### src/rtl/core/lruot_pkg.sv
// Shared definitions for the LRU order table: operation codes and default sizes.
// Used by lruot_update and lru_order_table; depends on nothing else.
package lruot_pkg;

  localparam int unsigned OpBits            = 2;
  localparam int unsigned LineAddrBitsDflt  = 6;
  localparam int unsigned WayBitsDflt       = 2;

  typedef enum logic [OpBits-1:0] {
    OP_QUERY   = 2'd0,
    OP_INIT    = 2'd1,
    OP_USED    = 2'd2,
    OP_INVALID = 2'd3
  } op_e;

endpackage

### src/rtl/core/lruot_store.sv
// Order list memory: one write port, one read port with a registered read.
// Stand-alone; no package needed.
module lruot_store #(
  parameter int unsigned AddrBits = 6,
  parameter int unsigned DataBits = 8
) (
  input  logic                clk_i,
  input  logic                rd_en_i,
  input  logic [AddrBits-1:0] rd_addr_i,
  output logic [DataBits-1:0] rd_data_o,
  input  logic                wr_en_i,
  input  logic [AddrBits-1:0] wr_addr_i,
  input  logic [DataBits-1:0] wr_data_i
);

  logic [DataBits-1:0] mem [2**AddrBits];
  logic [DataBits-1:0] rd_data_q;

  // A read and a write to the same entry in one cycle return the old contents.
  always_ff @(posedge clk_i) begin
    if (wr_en_i) begin
      mem[wr_addr_i] <= wr_data_i;
    end
    if (rd_en_i) begin
      rd_data_q <= mem[rd_addr_i];
    end
  end

  assign rd_data_o = rd_data_q;

endmodule

### src/rtl/core/lruot_update.sv
// Combinational rewrite of one order list for a given operation.
// Depends on lruot_pkg for the operation codes.
module lruot_update #(
  parameter int unsigned WayBits = 2
) (
  input  lruot_pkg::op_e                   op_i,
  input  logic [WayBits-1:0]               way_i,
  input  logic [(2**WayBits)*WayBits-1:0]  old_list_i,
  output logic [(2**WayBits)*WayBits-1:0]  new_list_o,
  output logic                             wr_en_o
);

  import lruot_pkg::*;

  localparam int unsigned Ways     = 2**WayBits;
  localparam int unsigned ListBits = Ways * WayBits;

  logic [Ways-1:0]     hit;
  logic [ListBits-1:0] init_list;
  logic [ListBits-1:0] up_list;
  logic [ListBits-1:0] down_list;

  // Slot s holds way s after init.
  always_comb begin
    for (int s = 0; s < Ways; s++) begin
      init_list[s*WayBits +: WayBits] = WayBits'(s);
      hit[s] = (old_list_i[s*WayBits +: WayBits] == way_i);
    end
  end

  // Mark used: slots from the way's old place upwards shift down by one and the
  // way goes on top. A slot moves only if no slot above it, below the top, holds
  // the way.
  always_comb begin
    up_list = old_list_i;
    if (!hit[Ways-1]) begin
      up_list[(Ways-1)*WayBits +: WayBits] = way_i;
      for (int s = 0; s < Ways - 1; s++) begin
        if (!(|(hit >> (s + 1)))) begin
          up_list[s*WayBits +: WayBits] = old_list_i[(s+1)*WayBits +: WayBits];
        end
      end
    end
  end

  // Mark invalid: the mirror image, moving the way to the bottom.
  always_comb begin
    down_list = old_list_i;
    if (!hit[0]) begin
      down_list[WayBits-1:0] = way_i;
      for (int s = 1; s < Ways; s++) begin
        if (!(|(hit & Ways'((1 << s) - 1)))) begin
          down_list[s*WayBits +: WayBits] = old_list_i[(s-1)*WayBits +: WayBits];
        end
      end
    end
  end

  always_comb begin
    case (op_i)
      OP_QUERY:   new_list_o = old_list_i;
      OP_INIT:    new_list_o = init_list;
      OP_USED:    new_list_o = up_list;
      OP_INVALID: new_list_o = down_list;
      default:    new_list_o = old_list_i;
    endcase
  end

  assign wr_en_o = (op_i != OP_QUERY);

endmodule

### src/rtl/core/lru_order_table.sv
// LRU order table top level: update stage, order memory, list update, result register.
// Depends on lruot_pkg, lruot_store and lruot_update.
//
// The table keeps, for every cache set, the full recency order of its ways in
// one memory word: the lowest slot is the least recently used way, the highest
// slot the most recently used. Each accepted word reads the order of its set,
// returns the bottom way as it stood before this word, and rewrites the order
// for init, mark-used or mark-invalid (a query leaves it alone). The table takes
// one word per cycle when the result side keeps up. Accepting a word loads the
// registered read of the order memory and the update stage; the update, the
// write-back and the load of the result register happen as the word leaves the
// update stage. When two consecutive words address the same set and the first
// one rewrites the order, the second one is served from a forwarding register
// holding the first one's new order, because its memory read overlaps the first
// one's write. A stalled result side holds the word in the update stage and drops
// in_ready_o, so nothing is lost. The memory is not cleared at reset: a set must
// be initialised before it is read, and the victim reported for a set that was
// never initialised is meaningless.
module lru_order_table #(
  parameter int unsigned LINE_ADDR_BITS = lruot_pkg::LineAddrBitsDflt,
  parameter int unsigned WAY_BITS       = lruot_pkg::WayBitsDflt
) (
  input  logic                         clk_i,
  input  logic                         rst_ni,
  input  logic                         in_valid_i,
  output logic                         in_ready_o,
  input  logic [lruot_pkg::OpBits-1:0] operation_i,
  input  logic [LINE_ADDR_BITS-1:0]    line_i,
  input  logic [WAY_BITS-1:0]          way_i,
  output logic                         out_valid_o,
  input  logic                         out_ready_i,
  output logic [WAY_BITS-1:0]          victim_way_o
);

  import lruot_pkg::*;

  localparam int unsigned ListBits = (2**WAY_BITS) * WAY_BITS;

  // Update stage: the word whose order is being read this cycle.
  logic                      s1_valid_q, s1_valid_d;
  op_e                       s1_op_q;
  logic [LINE_ADDR_BITS-1:0] s1_line_q;
  logic [WAY_BITS-1:0]       s1_way_q;

  // Forwarding of the previous word's new order to a same-set successor.
  logic                      fwd_hit_q, fwd_hit_d;
  logic [ListBits-1:0]       fwd_data_q;

  // Result register.
  logic                      out_valid_q, out_valid_d;
  logic [WAY_BITS-1:0]       victim_q;

  logic                      in_fire;
  logic                      s1_adv;
  logic [ListBits-1:0]       rd_data;
  logic [ListBits-1:0]       old_list;
  logic [ListBits-1:0]       new_list;
  logic                      upd_wr_en;

  // The update stage moves on when the result register is free or being emptied.
  assign s1_adv     = s1_valid_q && (!out_valid_q || out_ready_i);
  assign in_ready_o = !s1_valid_q || s1_adv;
  assign in_fire    = in_valid_i && in_ready_o;

  lruot_store #(
    .AddrBits (LINE_ADDR_BITS),
    .DataBits (ListBits)
  ) u_store (
    .clk_i     (clk_i),
    .rd_en_i   (in_fire),
    .rd_addr_i (line_i),
    .rd_data_o (rd_data),
    .wr_en_i   (s1_adv && upd_wr_en),
    .wr_addr_i (s1_line_q),
    .wr_data_i (new_list)
  );

  assign old_list = fwd_hit_q ? fwd_data_q : rd_data;

  lruot_update #(
    .WayBits (WAY_BITS)
  ) u_update (
    .op_i       (s1_op_q),
    .way_i      (s1_way_q),
    .old_list_i (old_list),
    .new_list_o (new_list),
    .wr_en_o    (upd_wr_en)
  );

  always_comb begin
    s1_valid_d = s1_valid_q;
    if (in_fire) begin
      s1_valid_d = 1'b1;
    end else if (s1_adv) begin
      s1_valid_d = 1'b0;
    end
  end

  // A new word only ever enters while the stage is empty or moving on, so the
  // write it may race against is exactly the current stage's write-back.
  assign fwd_hit_d = s1_adv && upd_wr_en && (s1_line_q == line_i);

  always_comb begin
    out_valid_d = out_valid_q;
    if (s1_adv) begin
      out_valid_d = 1'b1;
    end else if (out_ready_i) begin
      out_valid_d = 1'b0;
    end
  end

  always_ff @(posedge clk_i or negedge rst_ni) begin
    if (!rst_ni) begin
      s1_valid_q  <= 1'b0;
      fwd_hit_q   <= 1'b0;
      out_valid_q <= 1'b0;
    end else begin
      s1_valid_q  <= s1_valid_d;
      out_valid_q <= out_valid_d;
      // The flag belongs to the word in the update stage, so it is dropped
      // when that word leaves without a successor taking its place.
      if (in_fire) begin
        fwd_hit_q <= fwd_hit_d;
      end else if (s1_adv) begin
        fwd_hit_q <= 1'b0;
      end
    end
  end

  always_ff @(posedge clk_i) begin
    if (in_fire) begin
      s1_op_q    <= op_e'(operation_i);
      s1_line_q  <= line_i;
      s1_way_q   <= way_i;
      fwd_data_q <= new_list;
    end
    if (s1_adv) begin
      victim_q <= old_list[WAY_BITS-1:0];
    end
  end

  assign out_valid_o  = out_valid_q;
  assign victim_way_o = victim_q;

  // A word leaving the update stage always lands in the result register.
  a_adv_to_out : assert property (@(posedge clk_i) disable iff (!rst_ni)
    s1_adv |=> out_valid_q)
    else $error("update stage advanced without filling the result register");

  // Forwarding is only ever armed for a word that sits in the update stage.
  a_fwd_needs_word : assert property (@(posedge clk_i) disable iff (!rst_ni)
    fwd_hit_q |-> s1_valid_q)
    else $error("forwarding flag set with an empty update stage");

  // A stalled word keeps its set and its forwarding decision.
  a_stall_holds : assert property (@(posedge clk_i) disable iff (!rst_ni)
    (s1_valid_q && !s1_adv) |=> (s1_valid_q && $stable(s1_line_q) && $stable(fwd_hit_q)))
    else $error("stalled update stage lost its word");

  // A same-set successor entering behind a write-back must use forwarding.
  a_fwd_on_race : assert property (@(posedge clk_i) disable iff (!rst_ni)
    (in_fire && s1_adv && upd_wr_en && (s1_line_q == line_i)) |=> fwd_hit_q)
    else $error("same-set successor missed the forwarded order");

endmodule
### config.mk
export PLATFORM = sky130hd
export DESIGN_NAME = lru_order_table
export DESIGN_NICKNAME = d
export VERILOG_FILES = /design/src/rtl/core/lruot_pkg.sv /design/src/rtl/core/lruot_store.sv /design/src/rtl/core/lruot_update.sv /design/src/rtl/core/lru_order_table.sv
export SDC_FILE = /design/constraint.sdc
export NUM_CORES = 1
export LEC_CHECK = 0
export BUFFER_PORTS_ARGS = -buffer_cell sky130_fd_sc_hd__buf_4
export CORE_MARGIN = 1.5
export CORE_UTILIZATION = 34
export DETAILED_ROUTE_END_ITERATION = 12
export SYNTH_ARGS = -nofsm -noshare
export SYNTH_HDL_FRONTEND = slang
export SYNTH_HIERARCHICAL = 1
export SYNTH_SLANG_ARGS = --single-unit
### constraint.sdc
create_clock -name clk_i -period 5.3 [get_ports clk_i]
set_clock_uncertainty 0.2 [all_clocks]
set_input_delay 1.06 -clock clk_i [delete_from_list [all_inputs] [get_ports clk_i]]
set_output_delay 1.06 -clock clk_i [all_outputs]
set_load 0.1 [all_outputs]
Yosys cells after proc, flatten, opt, wreduce, memory -nomap -nowiden. Memory sizes are Yosys's and may differ from the RTL's. A register that Yosys moved wholly into a read port is not among the register bits. Index checks and enable logic that the tools add are counted.

Output and inout bits: 4. Memories kept: 1. Logic and storage cells: 48. Bits in registers: 23. RAM bits: 512. Input bits: 14.

Multiplexer cells: 15. Reduce and logical (&&, ||, !) cells: 16. Equal/unequal tests: 8.

Memory list: u_store.mem (words 64, bits a word 8, read ports 1, clocked after Yosys merged registers in 1, wr ports 1, RTL line lruot_store.sv:16) `logic [DataBits-1:0] mem [2**AddrBits];`.

Operator list (number): one-hot mux 8 bit (4 select lines) (1); two-way mux 8 bit (3); == test 2 bit (4); two-way mux 2 bit (4); two-way mux 1 bit (7); == test 6 bit (1); nonzero test 2 bit (3); OR reduction 3 bit (2); == test 2 bit (second input constant) (2); logical AND 1 bit (4); OR reduction 2 bit (2); == test 2 x 1 -> 1 bit (second input constant) (1); zero test 1 bit (2); zero test 2 bit (1); logical OR 1 bit (2).

Longest topological paths before layout.
Depth after elaboration: 6. Mapped depth: 9. Gate-level depth less buffers: 5.

Hierarchy. The synthesis kept the hierarchy.

By module, submodules not included: lruot_store (sequential area each 15615.0 µm², cells an instance 940, area an instance 20246.9 µm², times used 1); lru_order_table (sequential area each 675.6 µm², cells an instance 50, area an instance 912.1 µm², times used 1); lruot_update (sequential area each 0.0 µm², cells an instance 66, area an instance 491.7 µm², times used 1).

Worst setup path after synthesis. No wires, ideal clock.

Kind: reg2reg. Start point: reg fwd_hit_q. End point: reg fwd_data_q[4], data pin. Data arrival time: 4107 ps. Path slack: 256 ps. Data required time: 4363 ps. Path buffers: 1. Cell stages (with the launch flop): 7. Library setup time: 737 ps. Path through: dfrtp_1 > buf_2 > mux2_2 > xor2_1 > o21ai_0 > nor2b_1 > o32ai_1.

RTL lines: start, declared (RTL line lru_order_table.sv:46) `logic fwd_hit_q, fwd_hit_d;`; start signal, assigned (RTL line lru_order_table.sv:123) `fwd_hit_q <= fwd_hit_d;`; two-way mux 8 bit (RTL line lru_order_table.sv:78) `assign old_list = fwd_hit_q ? fwd_data_q : rd_data;`; via old_list[7] (RTL line lru_order_table.sv:56) `logic [ListBits-1:0] old_list;`; == test 2 bit (RTL line lruot_update.sv:27) `hit[s] = (old_list_i[s*WayBits +: WayBits] == way_i);`; two-way mux 8 bit (RTL line lruot_update.sv:36) `if (!hit[Ways-1]) begin`; one-hot mux 8 bit (4 select lines) (RTL line lruot_update.sv:60) `case (op_i)`; via new_list[4] (RTL line lru_order_table.sv:57) `logic [ListBits-1:0] new_list;`; end signal, assigned (RTL line lru_order_table.sv:135) `fwd_data_q <= new_list;`; end, declared (RTL line lru_order_table.sv:47) `logic [ListBits-1:0] fwd_data_q;`.

The timed path passes the listed nets, and every way through them passes these cells. A chain may end at the register's enable or synchronous reset.

Final worst setup path.
Start point: reg fwd_hit_q. End point: mem u_store.mem[18][5], data pin.

Longest elaborated chain between the ends: 6.

RTL lines: two-way mux 8 bit (*) (RTL line lru_order_table.sv:78); via old_list[3] (RTL line lru_order_table.sv:56); == test 2 bit (RTL line lruot_update.sv:27); OR reduction 2 bit (RTL line lruot_update.sv:52) `if (!(|(hit & Ways'((1 << s) - 1)))) begin`; two-way mux 2 bit (*) (RTL line lruot_update.sv:52); two-way mux 8 bit (*) (RTL line lruot_update.sv:49) `if (!hit[0]) begin`; one-hot mux 8 bit (4 select lines) (*) (RTL line lruot_update.sv:60); via new_list[5] (RTL line lru_order_table.sv:57); end, declared (RTL line lruot_store.sv:16).

The timed path passes the listed nets; every way through them passes the cells marked *.

==> flow_metrics.tcl <==
set metrics [dict create \
    p_leak_nw 7.38 \
    cp_max_fo 34 \
    first_global_vias 10600 \
    netlist_top_cells_area "edfxtp_1 75%, mux4_2 13%, nor2_1 1.6%" \
    vdd_ir_drop_max_mv 0.193 \
    rrSetupSlack_ns 1.59 \
    post_synth_xor_area_fraction_pct 0.757 \
    grt_setup_unrepaired "no" \
    holdWs_ns 0.0505 \
    synth_compound_area_share_pct 2.90 \
    cp_slowest_cell "a32oi_4" \
    grt_overflow 0 \
    crit_type "reg -> reg" \
    ios 18 \
    synthAdderAreaFrac_pct 0 \
    die-area_um2 65200 \
    multi_input_area_um2 5060 \
    finalSetupTns_ns 0 \
    setup_violations 0 \
    worst-path-buf-inv 1 \
    fp.coreArea_um2 63000 \
    numPortBuffers 17 \
    drc 0 \
    crit_chain "mux2_2, xor2_2, o22ai_2, mux2i_1, a32oi_4, buf_4" \
    power.density_nw_per_um2 371 \
    timing.rr.end "u_store/mem[18][5]" \
    cts_setup_buffers 0 \
    h-tree-depth 2 \
    firstDrtPassIters 5 \
    routed_wirelength_um 47600 \
    end_kind "flip-flop" \
    synth_seq_cells 543 \
    clk_pin_slew_ns 0.06 \
    yosysUniqueCellTypes 61 \
    vias_per_cell 5.27 \
    cts_buffer_depth 3 \
    crit-reg2reg-launch "fwd_hit_q" \
    dieHeight_um 255 \
    routabilityCongestion 0.800 \
    synthToLayoutAreaGrowth_pct 12.0 \
    synth-edff-count 540 \
    wl_per_cell_um 24.1 \
    synth_mux_area_share_pct 15.5 \
    fin_crit_sh_pct 70.1 \
    fmax_mhz 269 \
    avgSynthCellArea_um2 20.5 \
    worst_slew_pin_slew_ns 1.12 \
    hp-class "in -> async" \
    initial_core_util_pct 34.4 \
    die_x_um 255 \
    yosys_warnings 6 \
    grt_pass1_wl_um 71400 \
    finalHoldViolations 0 \
    cp.required_ns 5.44 \
    cts_tree "built" \
    fin_util_pct 38.5 \
    drv_slew 0 \
    worst_skew_pair.late_latency_ns 0.59 \
    root_buffer "clkbuf_16" \
    relSlewSlack_pct 25.4 \
    synthArstFlopShare_pct 0.552 \
    dp_hpwl_um 29100 \
    core.rowCount 92 \
    drive_above_1_share_pct 25.0 \
    synth_top_family_by_area "multiplexers" \
    antenna_found_initial 2 \
    cts.sinks 543 \
    yosysTopAreaCell "edfxtp_1" \
    syn_nets 1070 \
    drt_iter0_drc 1165 \
    ys_seq_area_share_pct 75.2 \
    syn_inst 1056 \
    maxCapViolCount 0 \
    nNetsFinal 1099 \
    route.antenna.remaining_nets 0 \
    hold_buffers 0 \
    cts_resized 0 \
    seq_area_um2 16300 \
    vias 10400 \
    track_usage_pct 14.6 \
    n_fill_cell 5631 \
    synth_simple_gate_area_share_pct 3.91 \
    final_cell_mix "540 x edfxtp_1, 126 x mux4_2, 91 x nor2_1" \
    grt_max_degree 66 \
    num_antenna_cells 0 \
    syn_area_um2 21700 \
    r2r.worst_path.cells 6 \
    cpPeakStageDelay_ns 0.94 \
    layout_commonest_cell "edfxtp_1" \
    period_needed_ns 3.71 \
    cts_buffers 49 \
    crit_arrival_ns 3.86 \
    status "finished clean" \
    path_delay_family "compound AO/OA/AOI/OAI gates" \
    synthFlopType "edfxtp_1" \
    start_kind "flip-flop" \
    synth.top_cell.area_share_pct 74.9 \
]
-- Yosys cell counts, types with 3 or more instances --
cell type,n
edfxtp_1,540
mux4_2,126
nor2_1,91
mux2i_1,27
nand2_1,22
mux2_2,21
clkbuf_1,18
nor2b_1,15
buf_4,13
nand3_1,13
buf_2,12
o21ai_0,12
xor2_1,10
nand2b_1,9
o221ai_1,9
o22ai_1,8
nor3_1,7
a221oi_1,6
buf_6,6
a21oi_1,5
a22oi_1,5
buf_1,5
a211oi_1,4
inv_1,4
nand3b_1,4
a2bb2oi_1,3
a31oi_1,3
and3_1,3
dfrtp_1,3
o2111ai_1,3
o221a_2,3
o2bb2ai_1,3
o32ai_1,3
xor2_2,3
-- worst reg2reg max path: cells and delay by family, from the launching register on --
| family | cells | cell delay (ns) |
|---|---|---|
| multiplexers | 2 | 0.65 |
| AO/OA/AOI/OAI | 2 | 1.32 |
| XOR/XNOR | 1 | 0.18 |
| flip-flops | 1 | 0.60 |
| buffers and inverters | 1 | 0.50 |
-- how the worst max path moves through the flow --
stage	from	slack (ns)	cells after the start	end
global route	fwd_hit_q	1.36	6	u_store/mem[17][5]
CTS	fwd_hit_q	1.59	6	u_store/mem[20][5]
floorplan	fwd_hit_q	0.26	6	fwd_data_q[4]
detailed placement	line_i[0]	1.11	7	u_store/rd_data_o[2]
finish	fwd_hit_q	1.59	6	u_store/mem[18][5]
global placement	line_i[1]	1.12	7	u_store/rd_data_o[4]
-- per-stage QoR --
| step | power, mW | std cells | area [um^2] | setup WS, ns |
|---|---|---|---|---|
| after global placement | 5.64 | 1880 | 22700 | 1.12 |
| after CTS | 9.07 | 1972 | 24300 | 1.59 |
| final | 8.99 | 1972 | 24300 | 1.59 |
| after floorplan | 5.42 | 1056 | 21700 | 0.256 |
| after global routing | 9.27 | 1972 | 24300 | 1.36 |
| after detailed placement | 5.66 | 1880 | 22700 | 1.11 |
-- layer usage --
layer	share of wire (%)	routed length [um]	vias to the layer above	GRT usage, %
met2	48	23100	338	23.7
met5	0.053	25	-	0
li1	-	-	4434	-
met3	6.0	2830	80	2.65
met1	43	20400	5545	20.1
met4	2.8	1310	4	4.53
-- power breakdown --
part           switching, mW  internal [mW]
combinational          0.445          0.198
sequential            0.0271           4.89
clock                   1.55           1.88
-- state kept, by name, indices dropped and copies added (netlist names) --
| register | flops |
|---|---|
| u_store/mem | 512 |
| s1_line_q | 6 |
| u_store/rd_data_o | 8 |
| fwd_data_q | 8 |
| s1_op_q | 2 |
| s1_valid_q | 1 |
| s1_way_q | 2 |
| out_valid_o | 1 |
| victim_way_o | 2 |
| fwd_hit_q | 1 |
-- logic make-up after synthesis --
| kind of cell | count (synthesis) |
|---|---|
| flops | 543 |
| simple gates | 181 |
| mux | 175 |
| compound gates | 83 |
| buf+inv | 60 |
| xor+xnor | 14 |
-- layout make-up --
cell class,instances,share of cell area [%]
Clock buffer,56,5.25
Tap cell,846,4.36
Inverter,4,0.0619
Multi-Input combinational cell,453,20.9
Sequential cell,543,67.2
Timing Repair Buffer,34,1.13
Clock inverter,36,1.15
(Power assumes the default switching activity.)
